==> config.mk <==
export PLATFORM = sky130hd
export DESIGN_NAME = etf_front
export DESIGN_NICKNAME = d
export VERILOG_FILES = /design/src/sv/etf_pkg.sv /design/src/sv/etf_front.sv
export SDC_FILE = /design/constraint.sdc
export NUM_CORES = 2
export LEC_CHECK = 0
export ABC_AREA = 1
export BUFFER_PORTS_ARGS = -buffer_cell sky130_fd_sc_hd__buf_2
export CORE_ASPECT_RATIO = 1.5
export CORE_MARGIN = 2
export CORE_UTILIZATION = 31
export CTS_CLUSTER_DIAMETER = 30
export CTS_CLUSTER_SIZE = 24
export DETAILED_ROUTE_END_ITERATION = 10
export PLACE_DENSITY_LB_ADDON = 0.1
export SKIP_LAST_GASP = 1
export SLEW_MARGIN = 20
export SYNTH_ARGS = -nofsm -noshare
export SYNTH_HDL_FRONTEND = slang
export SYNTH_SLANG_ARGS = --single-unit
==> constraint.sdc <==
create_clock -name clk_i -period 23 [get_ports clk_i]
set_input_delay 2.3 -clock clk_i [delete_from_list [all_inputs] [get_ports clk_i]]
set_output_delay 2.3 -clock clk_i [all_outputs]
set_load 0.005 [all_outputs]
==> src/sv/etf_pkg.sv <==
`timescale 1ns / 1ps
// -----------------------------------------------------------------------------
// etf_pkg: shared types and constants for the escape-time fractal pixel unit
// Field structs, fixed-point constants and the register map.
// -----------------------------------------------------------------------------
package etf_pkg;

  localparam int unsigned CoordWidth = 32;
  localparam int unsigned IterWidth  = 16;
  localparam int unsigned FracBits   = CoordWidth - 8;
  localparam int unsigned MaxSize    = 255;

  typedef logic signed [CoordWidth-1:0] coord_t;

  typedef struct packed {
    logic [7:0] row;
    logic [7:0] col;
  } pix_in_t;

  typedef struct packed {
    logic [IterWidth-1:0] iterations;
    logic                 inside_res;
    logic [7:0]           shade;
  } pix_out_t;

  // work item handed from the mapping front to the iteration back
  typedef struct packed {
    coord_t x0;
    coord_t y0;
    coord_t cre;
    coord_t cim;
  } job_t;

  typedef struct packed {
    logic                 mode;
    logic [IterWidth-1:0] limit;
    logic [7:0]           size;
    logic [30:0]          step;
    coord_t               roff;
    coord_t               ioff;
  } cfg_t;

  typedef enum logic [2:0] {
    RegMode  = 3'd0,
    RegLimit = 3'd1,
    RegSize  = 3'd2,
    RegStep  = 3'd3,
    RegRoff  = 3'd4,
    RegIoff  = 3'd5
  } reg_idx_e;

  localparam coord_t One      = coord_t'(64'd1 << FracBits);
  localparam coord_t JuliaRe  =
    -coord_t'((64'd1 << FracBits) / 10 * 7 + (((64'd1 << FracBits) % 10) * 7 + 5) / 10);
  localparam coord_t JuliaIm  =
    coord_t'(((64'd1 << FracBits) * 27015 + 50000) / 100000);
  localparam logic [CoordWidth:0] Four = (CoordWidth+1)'(64'd4 << FracBits);

  function automatic coord_t sat_add(coord_t a, coord_t b);
    logic signed [CoordWidth:0] s;
    s = {a[CoordWidth-1], a} + {b[CoordWidth-1], b};
    if (s[CoordWidth] != s[CoordWidth-1])
      return s[CoordWidth] ? {1'b1, {(CoordWidth-1){1'b0}}} : {1'b0, {(CoordWidth-1){1'b1}}};
    return s[CoordWidth-1:0];
  endfunction

  // floor(p / 2^FracBits) of a full product, saturated
  function automatic coord_t sat_shift(logic signed [2*CoordWidth-1:0] p);
    logic signed [2*CoordWidth-1:0] q;
    q = p >>> FracBits;
    if (q > (2*CoordWidth)'(signed'({1'b0, {(CoordWidth-1){1'b1}}})))
      return {1'b0, {(CoordWidth-1){1'b1}}};
    if (q < -(2*CoordWidth)'(64'sd1 <<< (CoordWidth-1)))
      return {1'b1, {(CoordWidth-1){1'b0}}};
    return q[CoordWidth-1:0];
  endfunction

endpackage

==> src/sv/etf_front.sv <==
`timescale 1ns / 1ps
// -----------------------------------------------------------------------------
// etf_front: pixel to plane mapping
// Two-stage pipe: offset products, then halve, saturate and add center.
// -----------------------------------------------------------------------------
module etf_front (
  input  logic            clk_i,
  input  logic            rst_ni,
  input  etf_pkg::cfg_t   cfg_i,
  input  logic            in_valid_i,
  output logic            in_ready_o,
  input  etf_pkg::pix_in_t in_i,
  output logic            job_valid_o,
  input  logic            job_ready_i,
  output etf_pkg::job_t   job_o
);
  localparam int unsigned PW = 41; // (2*idx-size) 10b signed times 31b step

  logic              s1_valid_q, s1_valid_d;
  logic signed [PW-1:0] dre_q, dim_q;
  logic              mode_q;
  logic              s1_adv;
  logic signed [9:0] ere, eim;
  logic              out_valid_q;
  etf_pkg::job_t     job_q;
  etf_pkg::coord_t   pr, pi;

  // halve with rounding toward minus infinity, saturate, add center
  function automatic etf_pkg::coord_t map_fn(logic signed [PW-1:0] d,
                                             etf_pkg::coord_t off);
    logic signed [PW-1:0] h;
    etf_pkg::coord_t dc;
    h = d >>> 1;
    if (h > PW'(signed'({1'b0, {(etf_pkg::CoordWidth-1){1'b1}}})))
      dc = {1'b0, {(etf_pkg::CoordWidth-1){1'b1}}};
    else if (h < -PW'(64'sd1 <<< (etf_pkg::CoordWidth-1)))
      dc = {1'b1, {(etf_pkg::CoordWidth-1){1'b0}}};
    else
      dc = h[etf_pkg::CoordWidth-1:0];
    return etf_pkg::sat_add(off, dc);
  endfunction

  assign s1_adv     = !out_valid_q || job_ready_i;
  assign in_ready_o = !s1_valid_q || s1_adv;
  assign s1_valid_d = in_valid_i && in_ready_o ? 1'b1 : (s1_adv ? 1'b0 : s1_valid_q);

  assign ere = signed'({1'b0, in_i.col, 1'b0}) - signed'({2'b0, cfg_i.size});
  assign eim = signed'({1'b0, in_i.row, 1'b0}) - signed'({2'b0, cfg_i.size});

  always_ff @(posedge clk_i or negedge rst_ni) begin
    if (!rst_ni) begin
      s1_valid_q  <= 1'b0;
      out_valid_q <= 1'b0;
    end else begin
      s1_valid_q <= s1_valid_d;
      if (s1_adv) out_valid_q <= s1_valid_q;
    end
  end

  always_ff @(posedge clk_i) begin
    if (in_valid_i && in_ready_o) begin
      dre_q  <= PW'(ere) * PW'(signed'({1'b0, cfg_i.step}));
      dim_q  <= PW'(eim) * PW'(signed'({1'b0, cfg_i.step}));
      mode_q <= cfg_i.mode;
    end
    if (s1_adv && s1_valid_q) begin
      if (mode_q) begin
        job_q.x0  <= pr;
        job_q.y0  <= pi;
        job_q.cre <= etf_pkg::JuliaRe;
        job_q.cim <= etf_pkg::JuliaIm;
      end else begin
        job_q.x0  <= '0;
        job_q.y0  <= '0;
        job_q.cre <= pr;
        job_q.cim <= pi;
      end
    end
  end

  assign pr = map_fn(dre_q, cfg_i.roff);
  assign pi = map_fn(dim_q, cfg_i.ioff);

  assign job_valid_o = out_valid_q;
  assign job_o       = job_q;
endmodule

-- Yosys cells after proc, flatten, opt, wreduce, memory -nomap -nowiden
Cells that the tools add are included.
- bits in registers: 213
- logic and storage cells: 42
- output and inout bits: 130
- equality and inequality tests: 2
- multiply operators: 2
- muxes and demuxes: 14
- $add $sub $neg: 4
- $lt $le $gt $ge: 4
- reductions and logical operators: 7
- operators by type and width (cell ; number):
    two-way mux 32 bit ; 10
    multiplier 10 x 32 -> 41 bit ; 2
    greater-than comparator 40 x 32 -> 1 bit (second input constant) ; 2
    less-than comparator 40 x 32 -> 1 bit (second input constant) ; 2
    adder 32 x 32 -> 33 bit ; 2
    subtractor 9 x 8 -> 10 bit ; 2
    two-way mux 1 bit ; 4
    logical AND 1 bit ; 2
    zero test 1 bit ; 2
    logical OR 1 bit ; 2
    inequality test 1 bit ; 2
    nonzero test 2 bit ; 1

-- Longest topological paths before layout
- word-level depth: 7
- gate-level depth with buffers: 33
- mapped depth without buffers: 32

-- Least setup slack after synthesis
Ideal clock, no wire load.
- kind: input to register
- start: in job_ready_i
- end: reg job_q, in the netlist job_o[0] (enable)
- stages on the path: 2
- library setup time: 0.657 ns
- arrival: 8.499 ns
- setup slack: 13.843 ns
- cells stage by stage: inv_1 -> a21oi_1
- longest elaborated chain between the ends: 2
- ends and longest elaborated chain (what ; line ; RTL):
    from (decl) ; etf_front.sv:14 ; input logic job_ready_i,
    logical OR 1 bit ; etf_front.sv:43 ; assign s1_adv = !out_valid_q || job_ready_i;
    logical AND 1 bit ; etf_front.sv:66 ; if (s1_adv && s1_valid_q) begin
    to (decl) ; etf_front.sv:25 ; etf_pkg::job_t job_q;
Every way passes these cells.
A chain may end at the register's enable or synchronous reset.

-- Worst setup path after layout
- start: in cfg_i[95] in the netlist's numbering
- end: reg dim_q[40] (data pin)
- longest elaborated chain between the ends: 2
- ends and longest elaborated chain (what ; line ; RTL):
    from (decl) ; etf_front.sv:9 ; input etf_pkg::cfg_t cfg_i,
    subtractor 9 x 8 -> 10 bit ; etf_front.sv:48 ; assign eim = signed'({1'b0, in_i.row, 1'b0}) - signed'({2'b0, cfg_i.size});
    multiplier 10 x 32 -> 41 bit ; etf_front.sv:63 ; dim_q <= PW'(eim) * PW'(signed'({1'b0, cfg_i.step}));
    to (signal assigned) ; etf_front.sv:63 ;
    to (decl) ; etf_front.sv:20 ; logic signed [PW-1:0] dre_q, dim_q;
Every way passes these cells.

==> flow_metrics.tcl <==
set metrics [dict create \
    cts_setup_buffers 0 \
    cts.path.max_buffers 3 \
    tritoncts "done" \
    start_util 0.3128 \
    hold_viol 0 \
    fin_crit_sh 0.3999 \
    ys_seq_area_frac 0.1835 \
    ant_nets 0 \
    mostFrequentLayoutCell "nand2_1" \
    clock_skew_ns 0.01138 \
    synth_fp_nets 5271 \
    cts_made_buffers 30 \
    finalSetupViolCount 0 \
    placementRows 149 \
    ios 270 \
    ys_types 52 \
    detail_route.wl_per_cell_um 18.11 \
    synth_flop_cell "edfxtp_1" \
    drive_above_1_share 0.1111 \
    grt_first_pass_wirelength_um 169200 \
    htree_num_levels 1 \
    die_x_um 276.3 \
    dp_hpwl_um 91700 \
    overflow 0 \
    die_h_um 412.4 \
    multiInputGateArea_um2 23880 \
    fillCellCount 11890 \
    maxSlewViolCount 0 \
    route.detailed.drc 0 \
    tns_ns 0 \
    critPathLaunchType "input pin" \
    status "finished clean" \
    place_congestion 0.8755 \
    clk_pin_slew_worst_paths_ns 0.06 \
    syn2layout_area_growth_pct 10.73 \
    grt_pass1_vias 29840 \
    end_kind "flip-flop" \
    relSlewSlack 0.2786 \
    avgSynthCellArea_um2 7.871 \
    seq_area_um2 6326 \
    root_buffer "clkbuf_16" \
    numPortBuffers 253 \
    worstPathMaxFanout 33 \
    mostFrequentLayoutCells "nand2_1, inv_1, fa_1" \
    routed_wl_um 109000 \
    netlist_area_um2 34470 \
    cts_resized 0 \
    synth-edff-count 209 \
    syn_inst 4379 \
    ys_seq_elements 211 \
    rsz0062_at_grt "no" \
    avgViaCountPerCell 4.707 \
    grt_start_max_net_pins 82 \
    ys_warn_count 0 \
    vias 28330 \
    drv_cap 0 \
    final_nets 5450 \
    track_usage 0.1917 \
    first_iter_violations 1293 \
    min_path_type "flip-flop to flip-flop" \
    cp.required_ns 23.31 \
    core_um2 110200 \
    fmax_mhz 108.7 \
    arrival_ns 9.51 \
    fin_crit_ns 9.199 \
    die-area_um2 113900 \
    cts_sinks 211 \
    async_flop_share 0.009479 \
    drtPass1Iterations 5 \
    clk_latency_ns 0.58 \
    worstMarginPinSlew_ns 1.079 \
    ctsHoldBuffers 0 \
    antenna_found_initial 9 \
    critical_path_class "input pin to flip-flop" \
]
[path summary, 6_finish.rpt]
check | start | end | slack (ns) | cells past startpoint
max | cfg_i[95] | dim_q[40] | 13.80 | 23
min | s1_valid_q | job_valid_o | 0.51 | 2
max reg2reg | dim_q[39] | job_o[93] | 18.36 | 19
min reg2reg | s1_valid_q | job_valid_o | 0.51 | 2
max in group asynchronous | rst_ni | s1_valid_q | 21.41 | 1
min in group asynchronous | rst_ni | job_valid_o | 1.50 | 1
[cells by family (layout without fill, tap and decap cells)]
logic type	count (synthesis)	count (layout)	share of synthesized area
AND/OR/NAND/NOR	1732	1732	0.2041
buffers and inverters	1100	1303	0.1244
adder cells (fa/ha/maj)	752	752	0.3745
AO/OA/AOI/OAI	477	477	0.08610
flip-flops	211	211	0.1835
XOR/XNOR	107	107	0.02741
other	0	2	0
[registers in the layout, summed over array words and instances (netlist names)]
register / cells
job_o: 128
dim_q: 40
dre_q: 40
job_valid_o: 1
mode_q: 1
s1_valid_q: 1
[cells in the mapped netlist, types with 2 or more instances]
cell type	n	area (um^2)
a31oi_1	15	93.84
buf_6	16	180.2
inv_2	17	63.81
or2_2	7	43.79
buf_2	15	75.07
nand3_1	147	735.7
buf_1	2	7.510
o21bai_1	26	195.2
a21oi_1	157	785.8
xor2_1	85	744.5
a21boi_0	8	60.06
a21oi_2	99	867.1
nand3b_1	3	22.52
nor2_1	446	1674
or2_1	3	18.77
edfxtp_1	209	6276
o211ai_1	4	30.03
o21ai_0	134	670.6
nand2_2	32	200.2
ha_1	286	3578
nor4_1	5	31.28
clkbuf_1	89	334.1
fa_1	466	9329
nand4_1	31	193.9
buf_4	4	30.03
and3_1	2	12.51
nand2_4	4	45.04
a211oi_1	2	15.01
nor2_2	4	25.02
a21o_1	14	105.1
inv_1	950	3566
o21a_1	10	75.07
nor3_1	31	155.2
nand2_1	1008	3784
o31ai_1	2	15.01
xnor2_1	21	183.9
nand3_2	4	40.04
inv_4	2	12.51
dfrtp_1	2	50.05
clkinv_1	5	18.77
[final cells by class]
cell class / count / area share
multi-input cells: 3068 / 0.6256
flip-flops and latches: 211 / 0.1657
inverters: 974 / 0.09602
well taps: 1434 / 0.04701
repair buffers: 273 / 0.03721
clock buffers: 33 / 0.02052
clock inverters: 23 / 0.007769
diodes: 2 / 0.0001311
[routing by layer]
| metal | vias to the layer above | GRT usage | wire (um) |
|---|---|---|---|
| met3 | 147 | 0.01297 | 3533 |
| met4 | 10 | 0.06633 | 3994 |
| li1 | 13750 | - | - |
| met1 | 13820 | 0.2250 | 44180 |
| met5 | - | 0 | 57 |
| met2 | 604 | 0.3663 | 57200 |
[worst max-delay path, cell delays in order]
cell and delay, ns:
buf_2 0.31, fa_1 0.55, o31ai_2 0.34, nand2_1 0.12, nand3_1 0.43, nand2_1 0.45, buf_4 0.35, nor2_1 0.15
fa_1 0.47, fa_1 0.53, fa_1 0.54, fa_1 0.59, inv_1 0.07, fa_1 0.53, inv_1 0.04, ha_1 0.44
nand2_1 0.13, nor2_1 0.26, nand2_1 0.11, o211ai_1 0.41, nand3_1 0.17, nand3b_1 0.12, nand2_1 0.08
[per-stage QoR]
step	instance area (um^2)	setup WS [ns]	std cells	util	hold WS (ns)
6_report	38170	13.80	6018	0.3464	0.5132
5_1_grt	38170	13.34	6017	0.3464	0.5433
4_1_cts	38160	13.84	6016	0.3463	0.5266
3_5_place_dp	37080	13.24	5960	0.3365	0.5117
3_3_place_gp	37080	13.25	5960	0.3365	0.5080
2_1_floorplan	34470	13.84	4379	-	0.4471
Power is not shown: default switching activity piles up to over one toggle a cycle in this logic, so the estimate is an artifact.
