`config.mk`:
```
export PLATFORM = sky130hd
export DESIGN_NAME = etf_queue
export DESIGN_NICKNAME = d
export VERILOG_FILES = /design/src/sv/etf_pkg.sv /design/src/sv/etf_ram.sv /design/src/sv/etf_queue.sv
export SDC_FILE = /design/constraint.sdc
export NUM_CORES = 1
export LEC_CHECK = 0
export BUFFER_PORTS_ARGS = -buffer_cell sky130_fd_sc_hd__buf_2
export CORE_MARGIN = 2
export CORE_UTILIZATION = 62
export DETAILED_ROUTE_END_ITERATION = 7
export HOLD_SLACK_MARGIN = 0.02
export PLACE_DENSITY = 0.93
export SYNTH_ARGS = -nofsm -noshare
export SYNTH_HDL_FRONTEND = slang
export SYNTH_SLANG_ARGS = --single-unit
```
`constraint.sdc`:
```
create_clock -name clk_i -period 19.3 [get_ports clk_i]
set_input_delay 1.93 -clock clk_i [delete_from_list [all_inputs] [get_ports clk_i]]
set_output_delay 1.93 -clock clk_i [all_outputs]
set_load 0.05 [all_outputs]
```
`src/sv/etf_pkg.sv`:
```
`timescale 1ns / 1ps
// -----------------------------------------------------------------------------
// etf_pkg: shared types and constants for the escape-time fractal pixel unit
// Field structs, fixed-point constants and the register map.
// -----------------------------------------------------------------------------
package etf_pkg;

  localparam int unsigned CoordWidth = 32;
  localparam int unsigned IterWidth  = 16;
  localparam int unsigned FracBits   = CoordWidth - 8;
  localparam int unsigned MaxSize    = 255;

  typedef logic signed [CoordWidth-1:0] coord_t;

  typedef struct packed {
    logic [7:0] row;
    logic [7:0] col;
  } pix_in_t;

  typedef struct packed {
    logic [IterWidth-1:0] iterations;
    logic                 inside_res;
    logic [7:0]           shade;
  } pix_out_t;

  // work item handed from the mapping front to the iteration back
  typedef struct packed {
    coord_t x0;
    coord_t y0;
    coord_t cre;
    coord_t cim;
  } job_t;

  typedef struct packed {
    logic                 mode;
    logic [IterWidth-1:0] limit;
    logic [7:0]           size;
    logic [30:0]          step;
    coord_t               roff;
    coord_t               ioff;
  } cfg_t;

  typedef enum logic [2:0] {
    RegMode  = 3'd0,
    RegLimit = 3'd1,
    RegSize  = 3'd2,
    RegStep  = 3'd3,
    RegRoff  = 3'd4,
    RegIoff  = 3'd5
  } reg_idx_e;

  localparam coord_t One      = coord_t'(64'd1 << FracBits);
  localparam coord_t JuliaRe  =
    -coord_t'((64'd1 << FracBits) / 10 * 7 + (((64'd1 << FracBits) % 10) * 7 + 5) / 10);
  localparam coord_t JuliaIm  =
    coord_t'(((64'd1 << FracBits) * 27015 + 50000) / 100000);
  localparam logic [CoordWidth:0] Four = (CoordWidth+1)'(64'd4 << FracBits);

  function automatic coord_t sat_add(coord_t a, coord_t b);
    logic signed [CoordWidth:0] s;
    s = {a[CoordWidth-1], a} + {b[CoordWidth-1], b};
    if (s[CoordWidth] != s[CoordWidth-1])
      return s[CoordWidth] ? {1'b1, {(CoordWidth-1){1'b0}}} : {1'b0, {(CoordWidth-1){1'b1}}};
    return s[CoordWidth-1:0];
  endfunction

  // floor(p / 2^FracBits) of a full product, saturated
  function automatic coord_t sat_shift(logic signed [2*CoordWidth-1:0] p);
    logic signed [2*CoordWidth-1:0] q;
    q = p >>> FracBits;
    if (q > (2*CoordWidth)'(signed'({1'b0, {(CoordWidth-1){1'b1}}})))
      return {1'b0, {(CoordWidth-1){1'b1}}};
    if (q < -(2*CoordWidth)'(64'sd1 <<< (CoordWidth-1)))
      return {1'b1, {(CoordWidth-1){1'b0}}};
    return q[CoordWidth-1:0];
  endfunction

endpackage

```
`src/sv/etf_ram.sv`:
```
`timescale 1ns / 1ps
// -----------------------------------------------------------------------------
// etf_ram: generic single-port-write, registered-read RAM
// Used as the job queue storage between front and back.
// -----------------------------------------------------------------------------
module etf_ram #(
  parameter int unsigned Width = 8,
  parameter int unsigned Depth = 4
) (
  input  logic                     clk_i,
  input  logic                     we_i,
  input  logic [$clog2(Depth)-1:0] waddr_i,
  input  logic [Width-1:0]         wdata_i,
  input  logic [$clog2(Depth)-1:0] raddr_i,
  output logic [Width-1:0]         rdata_o
);
  logic [Width-1:0] mem_q [Depth];

  always_ff @(posedge clk_i) begin
    if (we_i) mem_q[waddr_i] <= wdata_i;
    rdata_o <= mem_q[raddr_i];
  end
endmodule

```
`src/sv/etf_queue.sv`:
```
`timescale 1ns / 1ps
// -----------------------------------------------------------------------------
// etf_queue: small job FIFO between front and back
// RAM-backed with a one-entry output register (show-ahead).
// -----------------------------------------------------------------------------
module etf_queue (
  input  logic          clk_i,
  input  logic          rst_ni,
  input  logic          wr_valid_i,
  output logic          wr_ready_o,
  input  etf_pkg::job_t wr_data_i,
  output logic          rd_valid_o,
  input  logic          rd_ready_i,
  output etf_pkg::job_t rd_data_o
);
  localparam int unsigned Depth = 4;
  localparam int unsigned AW    = $clog2(Depth);

  logic [AW:0]   wp_q, rp_q, cnt;
  logic          wr, rd_mem, fetch_q, head_q;
  etf_pkg::job_t ram_q, head_data_q;

  assign cnt        = wp_q - rp_q;
  assign wr_ready_o = cnt != (AW+1)'(Depth);
  assign wr         = wr_valid_i && wr_ready_o;
  // issue a RAM read when the head slot will be free and nothing is in flight
  assign rd_mem     = (cnt != '0) && !fetch_q && (!head_q || rd_ready_i);

  etf_ram #(.Width($bits(etf_pkg::job_t)), .Depth(Depth)) u_ram (
    .clk_i   (clk_i),
    .we_i    (wr),
    .waddr_i (wp_q[AW-1:0]),
    .wdata_i (wr_data_i),
    .raddr_i (rp_q[AW-1:0]),
    .rdata_o (ram_q)
  );

  always_ff @(posedge clk_i or negedge rst_ni) begin
    if (!rst_ni) begin
      wp_q    <= '0;
      rp_q    <= '0;
      fetch_q <= 1'b0;
      head_q  <= 1'b0;
    end else begin
      if (wr) wp_q <= wp_q + 1'b1;
      if (rd_mem) rp_q <= rp_q + 1'b1;
      fetch_q <= rd_mem;
      if (fetch_q) head_q <= 1'b1;
      else if (rd_ready_i) head_q <= 1'b0;
    end
  end

  always_ff @(posedge clk_i) begin
    if (fetch_q) head_data_q <= ram_q;
  end

  assign rd_valid_o = head_q;
  assign rd_data_o  = head_data_q;
endmodule

```
=== Word-level counts from Yosys, hierarchy flattened ===
Memories as Yosys holds them, arrays and structs flattened. A register that Yosys moved wholly into a read port is not among the register bits.
Index checks and enable logic that the tools add are counted.

* Bits in registers: 136
* Bits in latches: 0
* RAM bits: 512
* Memory bits (read-only): 0
* Input bits: 132
* Word-level logic and storage cells: 25
* Memories: 1

{| class="wikitable"
|+ Memory list
! memory !! words !! width !! read ports !! clocked after memory_dff !! write ports !! line !! source
|-
| u_ram.mem_q || 4 || 128 || 1 || 1 || 1 || etf_ram.sv:17 || <nowiki>logic [Width-1:0] mem_q [Depth];</nowiki>
|}

* Add/sub/neg operators: 3
* Multipliers: 0
* Divide/modulo/power cells: 0
* $lt $le $gt $ge: 0
* Equality and inequality tests: 1
* Shifts and indexed selects: 0
* Mux-type cells: 4
* Bitwise logic cells: 0
* Reduce and logical (&&, ||, !) cells: 8

{| class="wikitable"
|+ Operators with widths
! kind !! number
|-
| 3-bit by 1-bit adder with 3-bit output, second input constant || 2
|-
| 1-bit 2-to-1 mux || 4
|-
| 1-bit logical AND || 3
|-
| 3-bit inequality test, second input constant || 1
|-
| 3-bit nonzero test || 1
|-
| 3-bit subtractor || 1
|-
| 1-bit zero test || 2
|-
| 2-bit nonzero test || 1
|-
| 1-bit logical OR || 1
|}

=== Logic depth before layout (Yosys ltp) ===
* Word-level depth: 5
* Mapped depth: 8

=== Modules after synthesis ===
Synthesis repeated with hierarchy kept, for this count alone.

* Cells, all modules: 963
* Area, all modules: 25439.4 um^2

{| class="wikitable"
|+ Modules (own cells, without submodules)
! module !! times used !! cells an instance !! area each (um^2) !! sequential area each (um^2)
|-
| etf_ram || 1 || 800 || 21165.3 || 17937.2
|-
| etf_queue || 1 || 163 || 4274.1 || 4043.9
|}

=== Worst setup path after synthesis ===
OpenSTA, ideal clock, no wires.

* Path kind: input port to flip-flop
* From: input wr_valid_i
* To: memory u_ram.mem_q[3][0] (netlist bit), enable pin
* Arrival time: 8426 ps
* Path slack: 10179 ps
* Stages on the path: 2
* Path through: nand2_1 > a31oi_1

* Word-level cells in the longest chain between the ends: 3

{| class="wikitable"
|+ RTL lines
! element !! line !! source
|-
| start: declaration || etf_queue.sv:9 || <nowiki>input logic wr_valid_i,</nowiki>
|-
| 1-bit logical AND || etf_queue.sv:25 || <nowiki>assign wr = wr_valid_i && wr_ready_o;</nowiki>
|-
| 1-bit 2-to-1 mux || etf_ram.sv:20 || <nowiki>if (we_i) mem_q[waddr_i] <= wdata_i;</nowiki>
|-
| 1-bit 2-to-1 mux (not written as such) || etf_ram.sv:20 ||
|-
| end: declaration || etf_ram.sv:17 ||
|}

Every way passes these cells.

=== Worst setup path in the final report ===
* From: register rp_q[0]
* To: output wr_ready_o

* Word-level cells in the longest chain between the ends: 2

{| class="wikitable"
|+ RTL lines
! element !! line !! source
|-
| start: declaration || etf_queue.sv:19 || <nowiki>logic [AW:0] wp_q, rp_q, cnt;</nowiki>
|-
| start signal: assignment || etf_queue.sv:46 || <nowiki>if (rd_mem) rp_q <= rp_q + 1'b1;</nowiki>
|-
| 3-bit subtractor || etf_queue.sv:23 || <nowiki>assign cnt = wp_q - rp_q;</nowiki>
|-
| 3-bit inequality test || etf_queue.sv:24 || <nowiki>assign wr_ready_o = cnt != (AW+1)'(Depth);</nowiki>
|-
| end: declaration || etf_queue.sv:10 || <nowiki>output logic wr_ready_o,</nowiki>
|}

Every way passes these cells.

==> metrics.md <==
| Metric | Value |
|---|---|
| Antenna violations before repair | 13 |
| Worst min-delay path class | reg -> reg |
| Top Family by Delay on Critical Path | flip-flops |
| Final Util | approximately three quarters |
| Drt drc | 0 |
| DR iter-0 viols | 819 |
| Compound-cell area share of the yosys netlist | less than 1% |
| Min Hold Slack | between 0.3 and 0.4 ns |
| GR Util All Layers | 22.7% |
| Maximum VDD drop | between 0.1 and 0.15 mV |
| CP Max Fanout | 47 |
| Final worst path period share | roughly a quarter |
| Final wirelength | 47.0 mm |
| Routed Antenna Nets | 0 |
| Grt total ovfl | 0 |
| Die height | 206 µm |
| Hold Buf Count CTS | 0 |
| Commonest non-fill, non-tap cell in the layout | edfxtp_1 |
| H-tree depth | 3 |
| Post-synth cell types | 23 |
| IO Pins | 262 |
| CP Capture Type | primary output |
| Endpoints failing setup | 0 |
| Synth Area in Simple Gates | less than 1% |
| Vias in the first global route | approximately 11000 |
| Clock skew | around 0.024 ns |
| First-pass detailed-route iteration total | 4 |
| WL/cell | 25.0 µm |
| Flop-to-flop setup slack | about 15 ns |
| Max Fclk | ~0.21 GHz |
| Global-route wire length before repair | ~69 mm |
| Cell Chain, Critical Path | ha_1 -> nor2b_1 -> xnor2_2 -> nand3_1 -> buf_2 |
| Fin area | between 20000 and 30000 µm² |
| Initial Utilization | ~63% |
| Period minus WS final | about 4.7 ns |
| CTS Sinks | between 700 and 800 |
| CTS tree | built |
| Mapped Cells | 966 |
| Slew @ Worst Pin | around 1.3 ns |
| Vias per cell | approximately 5.7 |
| Max-slew violations | 0 |
| Overall die width | 206 µm |
| CTS buffer count | 73 |
| Final Power | approximately 5.4 mW |
| Register area share after synthesis | between 80 and 90% |
| Hold Vio Cnt, Final | 0 |
| CP arrival | 2.75 ns |
| Post-Route Setup TNS | 0 ns |
| Max cap viols | 0 |
| Post-cts repair resize count | 0 |
| DP Wirelength | 27.4 mm |
| Synth Register Bits | roughly 780 |
| Area growth syn-to-layout | 17.1% |
| Worst rel slew slack | 16.6% |
| Power Density | ~180 nW/µm² |
| Routability Congestion | 0.724 |
| Lkg Pwr | ~10 nW |
| Pin count of the biggest net entering global routing | 81 |
| M2 GR Usage | between 30% and 40% |
| Layout cells sized above 1 | between 30% and 40% |
| Die area | approximately 42000 µm² |
| Post-synthesis instance area | approximately 25000 µm² |
| Syn nets | ~1100 |
| Top post-synthesis cells by area | edfxtp_1 76%, mux4_2 11%, dfxtp_1 10%, dfrtp_1 0.79%, ha_1 0.35% |
| Nets@finish | between 1000 and 1500 |
| Met1 Usage GRT | 30.2% |
| Post-CTS Repair Setup Buffers | 0 |
| Placed Area | ~27000 µm² |
| Clock transition at path regs | 0.06 ns |
| Fraction of the mapped netlist area in adder cells | 0.347% |
| Syn avg cell area | 26.2 µm² |
| Synth warn | 0 |
| Most frequent cells in the layout | 640 x edfxtp_1, 261 x buf_2, 128 x mux4_2, 128 x dfxtp_1, 77 x clkbuf_16 |
| WP data required | approximately 17 ns |
| Crit Path Class | reg -> out |
| Vias | 10700 |
| Clk Latency, worst-skew pair | ~0.6 ns |
| CP Launch Type | flip-flop |
| Port Buf Inserts | 261 |
| CTS root buf | clkbuf_16 |
| Post-Synth XOR/XNOR Area | 0.238% |
| Unrepaired setup endpoints after global routing | false |
| Worst path bufs/invs | 1 |
| CTS max path bufs | 3 |
| GRT Max-Usage Layer | met2 |
| Outcome | finished clean |
| Top-area cell type share of the netlist area | 76.0% |
| Grt met3 use | under 10% |
| Crit-path max cell delay | slightly above 1 ns |
| CP max stage cell | dfrtp_4 |
| Mux contribution to synthesized area | around 11% |
| Leading area contributor after synthesis | edfxtp_1 |
| Cell Rows | 73 |
| Largest family of logic cells by synthesized area | multiplexers |
| Placeable Area | roughly 40000 µm² |
## routing by layer
metal | wire length [µm] | vias up | share of wire (%)
li1 | - | 4644 | -
met1 | 18400 | 5554 | 39
met2 | 24300 | 421 | 52
met3 | 3330 | 85 | 7.1
met4 | 867 | 14 | 1.8
met5 | 83 | - | 0.18
## where the power goes
group / internal (mW) / total (mW) / leakage (nW) / switching (mW)
combinational: 0.421 / 1.32 / 2.05 / 0.895
clock: 0.801 / 1.38 / 1.15 / 0.578
sequential: 2.47 / 2.70 / 7.09 / 0.235
total: 3.69 / 5.40 / 10.3 / 1.71
## cell usage after synthesis (all sizes together)
| master | count |
|---|---|
| edfxtp | 640 |
| dfxtp | 128 |
| mux4 | 128 |
| buf | 24 |
| dfrtp | 8 |
| ha | 7 |
| inv | 7 |
| xnor2 | 5 |
| clkbuf | 4 |
| and2 | 3 |
| a31oi | 2 |
| mux2 | 2 |
| nand2 | 2 |
| a21oi | 1 |
| nand3 | 1 |
| nor2b | 1 |
| o211ai | 1 |
| o21ai | 1 |
| xor2 | 1 |
## final timing paths
| check | start | end | cells past startpoint |
|---|---|---|---|
| max | rp_q[0] | wr_ready_o | 5 |
| min | u_ram.rdata_o[88] | rd_data_o[88] | 0 |
| max reg2reg | rp_q[0] | u_ram.mem_q[1][51] | 6 |
| min reg2reg | u_ram.rdata_o[88] | rd_data_o[88] | 0 |
| max in group asynchronous | rst_ni | rp_q[0] | 1 |
| min in group asynchronous | rst_ni | rd_valid_o | 1 |
## cells by family (layout without fill, tap and decap cells)
group / after synthesis / in the layout
multiplexers: 130 / 130
AND/OR/NAND/NOR: 7 / 7
XOR/XNOR: 6 / 6
AO/OA/AOI/OAI: 5 / 5
flip-flops: 776 / 776
adder cells (fa/ha/maj): 7 / 7
buffers and inverters: 35 / 414
other: 0 / 8
## stage by stage
stage / std cells / setup slack [ns]
final: 1878 / 14.62
after global routing: 1874 / 14.37
after CTS: 1870 / 14.51
after detailed placement: 1735 / 14.74
after global placement: 1735 / 14.79
after floorplan: 966 / 10.18
## area by class of cell
type / count / area [µm²]
Antenna cell: 8 / 20.0
Multi-Input combinational cell: 155 / 3160
Fill cell: 2167 / 10400
Timing Repair Buffer: 272 / 1390
Inverter: 7 / 26.3
Clock buffer: 103 / 2090
Sequential cell: 776 / 22000
Clock inverter: 32 / 254
Tap cell: 525 / 657
## flip-flops by register name, indices dropped and copies added (netlist names)
| register | flops |
|---|---|
| u_ram.rdata_o | 128 |
| rp_q | 3 |
| rd_data_o | 128 |
| u_ram.mem_q | 512 |
| wp_q | 3 |
| fetch_q | 1 |
| rd_valid_o | 1 |
Power figures use the tool's default switching activity.
